===== src/sv/gcd_pkg.sv =====
// ============================================================================
// gcd_pkg
// Shared types and constants for the genome compatibility distance block.
// ============================================================================
package gcd_pkg;

    localparam int INNOV_W  = 24;
    localparam int WEIGHT_W = 16;
    localparam int KIND_W   = 4;
    localparam int AW_W     = 16;
    localparam int DIST_W   = 32;
    localparam int MATCH_W  = 9;
    localparam int DISJ_W   = 10;

    localparam logic [AW_W-1:0] ACT_WEIGHT_RESET = 16'd256;

    // request codes
    localparam logic [1:0] REQ_APPEND_A = 2'd0;
    localparam logic [1:0] REQ_APPEND_B = 2'd1;
    localparam logic [1:0] REQ_COMPUTE  = 2'd2;

    typedef struct packed {
        logic [INNOV_W-1:0]         innov;
        logic signed [WEIGHT_W-1:0] weight;
        logic [KIND_W-1:0]          kind;
    } gene_t;

    typedef enum logic [3:0] {
        S_IDLE,
        S_RD,
        S_CMP,
        S_TAIL,
        S_DSTART,
        S_DWAIT,
        S_OUT
    } state_t;

    typedef enum logic [1:0] {
        TERM_DISJ,
        TERM_WEIGHT,
        TERM_ACT
    } term_t;

    // handshake between sequencer and divider
    typedef struct packed {
        logic start;
    } div_ctrl_t;

    typedef struct packed {
        logic done;
        logic busy;
    } div_stat_t;

endpackage


===== src/sv/gcd_div.sv =====
// ============================================================================
// gcd_div
// Iterative restoring divider, one quotient bit per cycle.
// ============================================================================
module gcd_div #(
    parameter int DW = 40,
    parameter int VW = 9
) (
    input  logic                 clk,
    input  logic                 rst_n,
    input  gcd_pkg::div_ctrl_t   ctrl,
    input  logic [DW-1:0]        dividend,
    input  logic [VW-1:0]        divisor,
    output gcd_pkg::div_stat_t   stat,
    output logic [DW-1:0]        quotient
);
    import gcd_pkg::*;

    localparam int CNT_W = $clog2(DW + 1);

    logic [VW-1:0]    rem_reg;
    logic [DW-1:0]    qd_reg;
    logic [VW-1:0]    dvs_reg;
    logic [CNT_W-1:0] cnt_reg;
    logic             busy_reg;
    logic             done_reg;

    logic [VW:0]      trial;
    logic             ge;
    logic [VW:0]      diff;

    assign trial = {rem_reg, qd_reg[DW-1]};
    assign ge    = trial >= {1'b0, dvs_reg};
    assign diff  = trial - {1'b0, dvs_reg};

    always_ff @(posedge clk or negedge rst_n)
    begin
        if (!rst_n)
        begin
            busy_reg <= 1'b0;
            done_reg <= 1'b0;
            cnt_reg  <= '0;
        end
        else
        begin
            done_reg <= 1'b0;
            if (ctrl.start)
            begin
                busy_reg <= 1'b1;
                cnt_reg  <= '0;
            end
            else if (busy_reg)
            begin
                cnt_reg <= cnt_reg + 1'b1;
                if (cnt_reg == CNT_W'(DW - 1))
                begin
                    busy_reg <= 1'b0;
                    done_reg <= 1'b1;
                end
            end
        end
    end

    always_ff @(posedge clk)
    begin
        if (ctrl.start)
        begin
            rem_reg <= '0;
            qd_reg  <= dividend;
            dvs_reg <= divisor;
        end
        else if (busy_reg)
        begin
            rem_reg <= ge ? diff[VW-1:0] : trial[VW-1:0];
            qd_reg  <= {qd_reg[DW-2:0], ge};
        end
    end

    assign stat.done = done_reg;
    assign stat.busy = busy_reg;
    assign quotient  = qd_reg;

`ifndef NO_ASSERTIONS
    a_done_after_busy: assert property (@(posedge clk) disable iff (!rst_n)
        done_reg |-> $past(busy_reg))
        else $error("divider done without a running division");
    a_rem_below_divisor: assert property (@(posedge clk) disable iff (!rst_n)
        done_reg |-> rem_reg < dvs_reg)
        else $error("divider remainder not below divisor");
    a_no_start_busy: assert property (@(posedge clk) disable iff (!rst_n)
        ctrl.start |-> !busy_reg)
        else $error("divider started while busy");
`endif

endmodule

===== config.mk =====
export PLATFORM = sky130hd
export DESIGN_NAME = gcd_div
export DESIGN_NICKNAME = d
export VERILOG_FILES = /design/src/sv/gcd_pkg.sv /design/src/sv/gcd_div.sv
export SDC_FILE = /design/constraint.sdc
export NUM_CORES = 1
export LEC_CHECK = 0
export ABC_AREA = 1
export BUFFER_PORTS_ARGS = -buffer_cell sky130_fd_sc_hd__buf_2
export CAP_MARGIN = 10
export CORE_AREA = 5 5 94 96
export DETAILED_ROUTE_END_ITERATION = 10
export DIE_AREA = 0 0 99 101
export PLACE_DENSITY = 0.78
export SLEW_MARGIN = 20
export SYNTH_ARGS = -nofsm -noshare
export SYNTH_HDL_FRONTEND = slang
export SYNTH_SLANG_ARGS = --single-unit

===== constraint.sdc =====
create_clock -name clk -period 4.2 [get_ports clk]
set_input_delay 1.05 -clock clk [delete_from_list [all_inputs] [get_ports clk]]
set_output_delay 1.05 -clock clk [all_outputs]
set_load 0.1 [all_outputs]

==> summary.txt, run 1 <==
Power and ir drop
  – Pwr dens: 571 nW/um^2
  – Internal power: 0.00131 W
  – Leak pwr: 2.09 nW
  – Clock power share: 23.6%
  – Overall power: 0.00227 W
  – Sw Share: 42.2%
  – Combinational power share: 38.6%
  – Max VDD drop: 333 uV
  – Sequential Power Share: 37.8%
  – Switching Power: 0.000961 W

Yosys
  – Cells after Synth: 373
  – Syn Std Cell Area: 3240 um^2
  – Post-synthesis adder-cell area fraction: 4.48%
  – Distinct cells, synth: 27
  – Sequential element share of the synthesized area: 57.1%
  – Largest family of logic cells by synthesized area: simple AND/OR/NAND/NOR gates
  – Post-synth top flop: edfxtp_1
  – Simple-Gate Fraction of Synth Area: 28.5%
  – Synthesized flop and latch total: 66
  – Synth Area in Compound Gates: 2.47%
  – XOR/XNOR share of the synthesized area: 0.811%
  – YS warnings: 0
  – Post-Synthesis Mean Instance Area: 8.69 um^2
  – Asr flop ratio synth: 12.1%
  – Number of flops mapped to enable cells by yosys: 49
  – Syn_nets: 436
  – Share of synthesized area spent on multiplexers: 0%

Worst setup path
  – Worst Path Required: 3.15 ns
  – Top delay family on crit path: buffers and inverters
  – Max stage delay cell, worst path: buf_2
  – Critical Path, Cell by Cell: buf_2
  – Crit Path Max Fanout: 6
  – CP arrival: 1.28 ns
  – Crit. End Element: primary output
  – CP peak stage delay: 0.49 ns
  – Startpoint Class: register
  – WP buf/inv: 1
  – Critical path class: register to primary output

Timing
  – Worst slew margin: 52.3%
  – # setup viols final: 0
  – Hold Violations, Final: 0
  – Final worst slack: 1.87 ns
  – Tightest Pin Transition: 0.714 ns
  – Clock Skews: 0.00972 ns
  – Slew Viols, Final: 0
  – Final min period: 2.33 ns
  – Fin crit share: 55.6%
  – Final setup TNS: 0 ns
  – Maximum clock frequency: 428 MHz
  – Worst hold margin: 0.479 ns
  – RSZ-0062 raised after global routing: false

Floorplan
  – Rows: 33
  – Die footprint: 10000 um^2
  – Die span in x: 99 um
  – Die Ht: 101 um
  – Initial Utilization: 40.7%
  – Core area: 7970 um^2
  – I/O pins: 94

Layout
  – Register area: 1850 um^2
  – Largest register FFs: 40
  – Multi-input logic area: 1170 um^2
  – Area grow syn2layout: 23.0%
  – Ratio of cells with drive above 1 in the final layout: 25.5%
  – Final non-filler cell total: 576
  – Commonest non-fill, non-tap cell in the layout: nand2_1
  – Most frequent cells in the layout: 173 x nand2_1, 93 x buf_2, 49 x edfxtp_1
  – Diode count: 0
  – # fillers: 747
  – Nets@finish: 529

Clocking
  – H-tree depth: 3
  – Worst skew pair latency: 0.35 ns
  – Reg clk slew, reported paths: 0.07 ns
  – Post_cts resized: 0
  – Clock buffer count from CTS: 9
  – Hold_buf cts: 0
  – CTS tree: built
  – Clk buf depth: 2
  – CTS root buf: clkbuf_8
  – # clock sinks: 66
  – Post-CTS Setup Bufs: 0

Place
  – DP Cell Count: 560
  – # port buffers: 93
  – Hpwl dp: 5.45 mm
  – Pre-CTS WS: 1.83 ns
  – Routability cong.: 0.891

Min path
  – Type of the tightest min-delay check: register to register

Route
  – Total routed wirelength: 7.33 mm
  – Drc violations: 0
  – DR pass1 iterations: 5
  – Post-DR wirelength/cell: 12.7 um
  – DR vias/cell: 4.74
  – DRT antenna net count: 0
  – Starting DRT DRC Count: 188
  – Vias: 2733

Global route
  – Grt met3 use: 2.91%
  – Global-route wire length before repair: 12.0 mm
  – Total gr overflow: 0
  – Met2 global-route usage: 24.6%
  – Number of global-route vias before repair: 2687
  – Busiest grt layer: met2
  – GR Util All Layers: 15.0%
  – Initial antenna violation count: 0
  – Met1 Resource Use GR: 19.4%
  – Largest net degree at the start of global routing: 47

Run
  – Max-Cap Viols: 0

Status
  – Status: finished clean
==> worst min-delay path, delay by kind of cell, from the launching register on <==
family           cells  cell delay, ns
AND/OR/NAND/NOR      2            0.11
flip-flops           1            0.33
==> power by group through the flow <==
stage	combinational, W	clock [W]	sequential (W)
3_3_place_gp	0.000856	0	0.000870
6_report	0.000878	0.000538	0.000859
2_1_floorplan	0.000446	0	0.00114
5_1_grt	0.000978	0.000577	0.000867
3_5_place_dp	0.000876	0	0.000869
4_1_cts	0.000878	0.000549	0.000858
==> cells in the mapped netlist, types with 3 or more instances <==
master    instances  share of area [%]
a21oi_1           7                1.1
buf_4             3               0.69
clkbuf_1          8               0.93
dfrtp_1           8                6.2
dfxtp_1           9                5.6
edfxtp_1         49                 45
ha_1             10                3.9
inv_1            38                4.4
nand2_1         173                 20
nand2_2           3               0.58
nand3_1          23                3.6
nand3b_1          4               0.93
nor2_1           14                1.6
nor2_2            4               0.77
nor3_1            3               0.46
o21ai_0           5               0.77
==> final cells by class <==
type | instances | share of cell area [%]
well taps | 105 | 3.30
multi-input cells | 255 | 29.5
repair buffers | 95 | 12.1
clock inverters | 7 | 1.95
flip-flops and latches | 66 | 46.5
clock buffers | 9 | 3.11
inverters | 39 | 3.67
==> path summary, 6_finish.rpt <==
check	endpoint	slack, ns	cells past startpoint	start
worst max-delay path	stat[0]	1.87	1	busy_reg
worst min-delay path	rem_reg[5]	0.48	2	rem_reg[5]
worst max register to register	rem_reg[2]	2.02	13	quotient[39]
worst min register to register	rem_reg[5]	0.48	2	rem_reg[5]
max in group asynchronous	busy_reg	3.49	1	rst_n
min in group asynchronous	cnt_reg[5]	0.54	1	rst_n
==> per-stage QoR <==
| step | utilization, % | instance area, um^2 |
|---|---|---|
| 2_1_floorplan | - | 3240 |
| 3_3_place_gp | 47.5 | 3780 |
| 3_5_place_dp | 47.5 | 3780 |
| 4_1_cts | 50.0 | 3990 |
| 5_1_grt | 50.0 | 3990 |
| 6_report | 50.0 | 3990 |
==> cells by family (layout without fill, tap and decap cells) <==
logic type | after synthesis | in the layout
AOI/OAI and AO/OA | 15 | 15
adders and majority gates | 11 | 11
buffers and inverters | 52 | 150
DFF | 66 | 66
and+or+nand+nor | 226 | 226
xor gates and xnor gates | 3 | 3
==> routing by layer <==
metal	vias to the layer above	share of wire [%]
li1	1373	-
met1	1253	45
met2	97	47
met3	10	6.8
met4	0	1.3
met5	-	0
No activity file was read; power rests on OpenSTA's default activity.
==> run 2, diff against run 1 <==
--- a/config.mk
+++ b/config.mk
@@ -5,13 +5,13 @@
 export SDC_FILE = /design/constraint.sdc
 export NUM_CORES = 1
 export LEC_CHECK = 0
-export ABC_AREA = 1
+export ABC_AREA = 0
 export BUFFER_PORTS_ARGS = -buffer_cell sky130_fd_sc_hd__buf_2
 export CAP_MARGIN = 10
 export CORE_AREA = 5 5 94 96
 export DETAILED_ROUTE_END_ITERATION = 10
 export DIE_AREA = 0 0 99 101
-export PLACE_DENSITY = 0.78
+export PLACE_DENSITY = 0.77
 export SLEW_MARGIN = 20
 export SYNTH_ARGS = -nofsm -noshare
 export SYNTH_HDL_FRONTEND = slang
==> constraint.sdc (replaced) <==
create_clock -name clk -period 2.4 [get_ports clk]
set_input_delay 0.6 -clock clk [delete_from_list [all_inputs] [get_ports clk]]
set_output_delay 0.6 -clock clk [all_outputs]
set_load 0.1 [all_outputs]
==> run 2 against run 1 <==
Compared with the run above: the run now ends with setup timing left; setup slack got worse by 1.9 ns; critical path type is now register to register; synthesized area fell by 1.3%; sequential share of layout area fell by 0.70 points; largest cell class unchanged; via count fell by 20%; sequential power rose by 78%; clock power rose by 45%; synthesized cell count fell by 38%; clock-buffer cell count did not move; register-to-register slack got worse by 2.0 ns; die area did not move; cell count fell by 23%.
==> summary.txt, run 2 <==
Worst setup path
  – Critical path class: register to register
  – Worst Path Required: 2.60 ns (-0.55 ns)
  – CP arrival: 2.61 ns (+1.33 ns)
  – Startpoint Class: register
  – R2R cell count: 10 (-3)
  – Crit Path Max Fanout: 7 (+1)
  – Crit. End Element: register
  – FF-to-FF setup slack: -0.008 ns (-2.03 ns)
  – Reg-to-Reg Start: quotient[39]
  – FF-to-FF End: rem_reg[4]

Layout
  – Commonest non-fill, non-tap cell in the layout: buf_2
  – Final non-filler cell total: 446 (-23%)
  – Diode count: 0 (unchanged)
  – Largest register FFs: 40 (unchanged)
  – Core Util, Final: 50.8% (+0.77 points)
  – Ratio of cells with drive above 1 in the final layout: 52.2% (+27 points)
  – Nets@finish: 399 (-25%)
  – Area grow syn2layout: 26.5%
  – Most frequent cells in the layout: 93 x buf_2, 49 x edfxtp_1, 40 x mux2_2

Yosys
  – Post-synth top cells: 49 x edfxtp_1, 40 x mux2_2, 16 x nor2_1
  – Cells after Synth: 232 (-38%)
  – Synth top area cells: edfxtp_1 46%, mux2_2 14%, dfrtp_1 6.3%
  – Sequential element share of the synthesized area: 57.9% (+0.74 points)
  – Largest area contributor in the netlist: edfxtp_1
  – Post-Synthesis Mean Instance Area: 13.8 um^2 (+59%)
  – Number of flops mapped to enable cells by yosys: 49 (unchanged)
  – YS warnings: 0 (unchanged)
  – Asr flop ratio synth: 12.1% (unchanged)
  – Post-synth top flop: edfxtp_1
  – Syn_nets: 295 (-32%)
  – Share of the synthesized area in the top cell type: 46.0% (+0.59 points)
  – Distinct cells, synth: 46 (+70%)
  – Synthesized flop and latch total: 66 (unchanged)
  – Most common cell in the netlist: edfxtp_1
  – Syn Std Cell Area: 3200 um^2 (-1.3%)

Timing
  – Clock Skews: 0.00582 ns (-0.00391 ns)
  – Slew Viols, Final: 0 (unchanged)
  – RSZ-0062 raised after global routing: true
  – Maximum clock frequency: 415 MHz
  – Final worst slack: -0.00789 ns (-1.87 ns)
  – Fin crit share: 100%
  – Tightest Pin Transition: 0.504 ns (-0.210 ns)
  – # setup viols final: 2 (+2)
  – Final min period: 2.41 ns
  – Worst slew margin: 66.6% (+14 points)
  – Hold Violations, Final: 0 (unchanged)

Route
  – Total routed wirelength: 6.83 mm (-6.8%)
  – Post-DR wirelength/cell: 15.3 um (+20%)
  – DRT antenna net count: 0 (unchanged)
  – Drc violations: 0 (unchanged)
  – DR pass1 iterations: 4 (-1)
  – Vias: 2184 (-20%)
  – Starting DRT DRC Count: 88 (-53%)
  – DR vias/cell: 4.90 (+3.2%)

Power and ir drop
  – Sequential Power Share: 37.4% (-0.4 points)
  – Switching Power: 0.00169 W (+76%)
  – Clock power share: 19.1% (-4.5 points)
  – Leak pwr: 1.76 nW (-15%)
  – Pwr dens: 1010 nW/um^2 (+77%)
  – Internal power: 0.00239 W (+82%)
  – Sw Share: 41.4% (-0.80 points)
  – Max VDD drop: 489 uV (+47%)
  – Combinational power share: 43.6% (+5.0 points)

Clocking
  – # clock sinks: 66 (unchanged)
  – Worst skew pair latency: 0.33 ns (-0.02 ns)
  – CTS tree: built
  – Reg clk slew, reported paths: 0.07 ns (about the same)
  – H-tree depth: 3 (unchanged)
  – CTS root buf: clkbuf_8
  – Clk buf depth: 2 (unchanged)
  – Clock buffer count from CTS: 9 (unchanged)

Floorplan
  – Die footprint: 10000 um^2 (unchanged)
  – Die span in x: 99 um (unchanged)
  – I/O pins: 94 (unchanged)
  – Core area: 7970 um^2 (unchanged)
  – Initial Utilization: 40.1% (-0.52 points)
  – Die Ht: 101 um (unchanged)
  – Rows: 33 (unchanged)

Place
  – Routability cong.: 0.810 (-9.1%)
  – # port buffers: 93 (unchanged)
  – Hpwl dp: 4.96 mm (-9.0%)
  – Pre-CTS WS: 0.0629 ns (-1.76 ns)
  – DP Cell Count: 425 (-24%)

Run
  – Max-Cap Viols: 0 (unchanged)

Status
  – Failing checks: setup timing
  – Status: complete, but fails checks

Global route
  – Total gr overflow: 0 (unchanged)
  – Largest net degree at the start of global routing: 41 (-13%)
  – Initial antenna violation count: 0 (unchanged)
  – GR Util All Layers: 14.1% (-0.96 points)
  – Global-route wire length before repair: 11.2 mm (-6.9%)
  – Number of global-route vias before repair: 2355 (-12%)

Min path
  – Type of the tightest min-delay check: input pin to async pin
run 2: cell count changes in the layout (fill, tap and decap cells not counted), sizes merged, moves of 4 or more:
cell	delta
nand2	-170
nand3b	-4
inv	-27
buf	+11
a21oi	-4
nand3	-22
xor2	+4
mux2	+40
mux2i	+5
a211oi	+6
run 2: area by class of cell:
class | count | area, um^2
Clock inverter | 7 | 36.3
Sequential cell | 66 | 1850
Tap cell | 105 | 131
Inverter | 13 | 48.8
Fill cell | 697 | 3920
Timing Repair Buffer | 106 | 592
Multi-Input combinational cell | 140 | 1260
Clock buffer | 9 | 124
run 2: worst max-delay path by stage:
stage	start	endpoint	depth (start not counted)
2_1_floorplan	quotient[39]	quotient[0]	10
3_3_place_gp	quotient[39]	rem_reg[6]	10
3_5_place_dp	quotient[39]	rem_reg[1]	10
4_1_cts	quotient[39]	rem_reg[1]	10
5_1_grt	quotient[39]	rem_reg[6]	10
6_report	quotient[39]	rem_reg[4]	10
run 2: stage by stage:
step | hold slack (ns) | TNS [ns] | power (W) | area, um^2
3_5_place_dp | 0.452 | 0 | 0.00321 | 3820
3_3_place_gp | 0.452 | 0 | 0.00318 | 3820
2_1_floorplan | 0.304 | -3.15 | 0.00291 | 3200
5_1_grt | 0.106 | -0.830 | 0.00428 | 4050
6_report | 0.103 | -0.0138 | 0.00408 | 4050
4_1_cts | 0.0905 | 0 | 0.00401 | 3980
run 2: critical path: stages (launching register included):
cell and delay, ns:
edfxtp_1 0.38, inv_1 0.07, ha_2 0.17, inv_2 0.05
fa_2 0.39, a211oi_4 0.30, o31ai_4 0.11, a211oi_4 0.32
buf_6 0.19, mux2i_2 0.22, a211oi_2 0.08
run 2: kinds of logic (layout without fill, tap and decap cells):
logic type / count (synthesis) / in the layout / share of synthesized area (%)
and+or+nand+nor: 46 / 46 / 7.63
xor gates and xnor gates: 10 / 10 / 2.74
AOI/OAI and AO/OA: 28 / 28 / 8.06
buffers and inverters: 26 / 135 / 3.52
DFF: 66 / 66 / 57.9
muxes: 45 / 45 / 15.6
adders and majority gates: 11 / 11 / 4.54
run 2: power groups by stage:
stage | clock, W | sequential (W) | combinational (W)
after CTS | 0.000803 | 0.00153 | 0.00168
final | 0.000778 | 0.00153 | 0.00178
after floorplan | 0 | 0.00212 | 0.000788
after global routing | 0.000851 | 0.00154 | 0.00188
after global placement | 0 | 0.00154 | 0.00164
after detailed placement | 0 | 0.00155 | 0.00167
run 2: routing by layer:
layer / share of wire [%] / global-route usage [%] / vias to the layer above
met5: 0 / 0 / -
met4: 1.5 / 6.09 / 0
met3: 7.5 / 5.12 / 9
met2: 48 / 22.7 / 67
met1: 43 / 17.0 / 1038
li1: - / - / 1070
run 2: timing repair:
| item | CTS | global route |
|---|---|---|
| buffers inserted | 0 | 5 |
| gates resized for setup | 0 | 10 |
| hold buffers | 0 | 0 |
| setup endpoints to repair | 0 | 9 |
==> run 3, diff against run 2 <==
--- a/config.mk
+++ b/config.mk
@@ -11,7 +11,7 @@
 export CORE_AREA = 5 5 94 96
 export DETAILED_ROUTE_END_ITERATION = 10
 export DIE_AREA = 0 0 99 101
-export PLACE_DENSITY = 0.77
+export PLACE_DENSITY = 0.64
 export SLEW_MARGIN = 20
 export SYNTH_ARGS = -nofsm -noshare
 export SYNTH_HDL_FRONTEND = slang
==> run 3 against run 2 <==
Compared with the run above: the flow now finishes without violations; fmax rose by 2.4%; clock-buffer cell count stayed put; sequential power hardly changed; non-clock buffer count down 3; die area did not move; combinational power fell by 4%; power down 2.1%; critical path depth is the same; cell count fell by 0.67%; clock skew increased by 0.0050 ns; critical path type unchanged.
==> summary.txt, run 3 (same netlist as run 2, synthesis figures left out) <==
Place
  – Routability cong.: 0.805 (-0.59%)
  – # port buffers: 93 (unchanged)
  – DP Cell Count: 425 (unchanged)
  – Cell Area, Placed: 3790 um^2 (-0.65%)
  – Hpwl dp: 4.89 mm (-1.4%)

Timing
  – Fin crit share: 98.0% (-2.4 points)
  – Final min period: 2.35 ns (-0.0564 ns)
  – RSZ-0062 raised after global routing: true
  – Maximum clock frequency: 425 MHz (+2.4%)
  – Clock Skews: 0.0108 ns (+0.00500 ns)
  – Slew Viols, Final: 0 (unchanged)
  – Worst slew margin: 66.2% (-0.43 points)
  – Hold Violations, Final: 0 (unchanged)
  – Final setup TNS: 0 ns (+0.0138 ns)
  – Tightest Pin Transition: 0.511 ns (+0.00645 ns)
  – # setup viols final: 0 (-2)

Floorplan
  – I/O pins: 94 (unchanged)
  – Rows: 33 (unchanged)
  – Initial Utilization: 40.1% (unchanged)
  – Die Ht: 101 um (unchanged)
  – Die footprint: 10000 um^2 (unchanged)
  – Die span in x: 99 um (unchanged)
  – Core area: 7970 um^2 (unchanged)

Route
  – Drc violations: 0 (unchanged)
  – DR pass1 iterations: 4 (unchanged)
  – Total routed wirelength: 6.72 mm (-1.6%)
  – DR vias/cell: 4.84 (-1.1%)
  – Starting DRT DRC Count: 81 (-8.0%)
  – Vias: 2146 (-1.7%)
  – DRT antenna net count: 0 (unchanged)
  – Post-DR wirelength/cell: 15.2 um (-0.96%)

Layout
  – Commonest non-fill, non-tap cell in the layout: buf_2
  – Register area: 1850 um^2 (unchanged)
  – Multi-input logic area: 1240 um^2 (-1.4%)
  – Core Util, Final: 50.0% (-0.82 points)
  – Diode count: 0 (unchanged)
  – Ratio of cells with drive above 1 in the final layout: 50.6% (-1.6 points)
  – Final non-filler cell total: 443 (-0.67%)
  – Fin area: 3980 um^2 (-1.6%)
  – Nets@finish: 396 (-0.75%)
  – Largest register FFs: 40 (unchanged)
  – Most frequent cells in the layout: 93 x buf_2, 49 x edfxtp_1, 40 x mux2_2
  – Area grow syn2layout: 24.4%
  – # fillers: 722 (+3.6%)

Global route
  – GR Util All Layers: 13.7% (-0.37 points)
  – Number of global-route vias before repair: 2251 (-4.4%)
  – Initial antenna violation count: 0 (unchanged)
  – Largest net degree at the start of global routing: 39 (-4.9%)
  – Global-route wire length before repair: 10.8 mm (-3.1%)
  – Total gr overflow: 0 (unchanged)

Power and ir drop
  – Max VDD drop: 494 uV (+1.2%)
  – Pwr dens: 1000 nW/um^2 (-0.47%)
  – Leak pwr: 1.75 nW (-0.95%)

Clocking
  – CTS root buf: clkbuf_8
  – Reg clk slew, reported paths: 0.07 ns (about the same)
  – H-tree depth: 3 (unchanged)
  – Clk buf depth: 2 (unchanged)
  – Clock buffer count from CTS: 9 (unchanged)
  – # clock sinks: 66 (unchanged)
  – CTS tree: built
  – Worst skew pair latency: 0.33 ns (about the same)

Worst setup path
  – CP arrival: 2.55 ns (-0.06 ns)
  – CP Launch Point: quotient[39]
  – Worst Path Required: 2.60 ns (about the same)
  – Crit Path Max Fanout: 6 (-1)
  – Startpoint Class: register
  – Crit. End Element: register
  – Reg-to-Reg Start: quotient[39]
  – Critical path class: register to register

Run
  – Max-Cap Viols: 0 (unchanged)

Status
  – Status: finished clean

Min path
  – Type of the tightest min-delay check: input pin to async pin
-- run 3: changes by cell type in the layout (fill, tap and decap cells not counted), sizes merged --
cell / change
buf: -3
-- run 3: where the power goes --
| group | total [W] | switching, W | internal [W] | leakage [nW] |
|---|---|---|---|---|
| Sequential | 0.00152 | 0.000111 | 0.00141 | 0.691 |
| Combinational | 0.00170 | 0.00113 | 0.000566 | 0.980 |
| Clock | 0.000782 | 0.000422 | 0.000360 | 0.0775 |
-- run 3: path summary, 6_finish.rpt --
kind                            cells after the start    endpoint  slack (ns)
min in group clk                                    1  dvs_reg[6]        0.44
worst min-delay path                                1    busy_reg         0.1
max in group asynchronous                           1  cnt_reg[5]        2.14
worst max register to register                     10  rem_reg[6]        0.05
worst max-delay path                               10  rem_reg[6]        0.05
worst min register to register                      2  rem_reg[7]        0.52
-- run 3: critical path: stages (launching register included) --
cell and delay, ns:
edfxtp_1 0.39, inv_1 0.08, ha_2 0.18, inv_2 0.04, fa_2 0.36, a211oi_4 0.27, o31ai_4 0.13, a211oi_4 0.28
buf_6 0.18, mux2i_1 0.22, a211oi_2 0.09
-- run 3: what timing repair did --
action / CTS / global route
setup endpoints to repair: 0 / 10
hold buffers: 0 / 0
buffers inserted: 0 / 2
gates resized for setup: 0 / 4
-- run 3: layout make-up --
class | count | share of cell area (%)
clock buffers | 9 | 3.11
clock inverters | 7 | 0.911
inverters | 13 | 1.23
multi-input cells | 140 | 31.3
flip-flops and latches | 66 | 46.5
well taps | 105 | 3.30
repair buffers | 103 | 13.7
-- run 3: through the flow --
stage                     hold slack [ns]  total power [W]  setup slack [ns]
after floorplan                     0.304          0.00291            -0.495
after global placement              0.454          0.00320             0.127
after detailed placement            0.454          0.00322            0.0661
after CTS                          0.0931          0.00401            0.0331
after global routing               0.0908          0.00422           -0.0743
final                              0.0992          0.00400            0.0485
-- run 3: routing by layer --
layer | global-route usage [%] | vias up | wire, um | part of all wire, %
met5 | 0 | - | 0 | 0
met4 | 4.41 | 0 | 72 | 1.1
met3 | 5.33 | 7 | 480 | 7.1
met2 | 21.0 | 61 | 3170 | 47
met1 | 17.9 | 1011 | 3000 | 45
li1 | - | 1067 | - | -
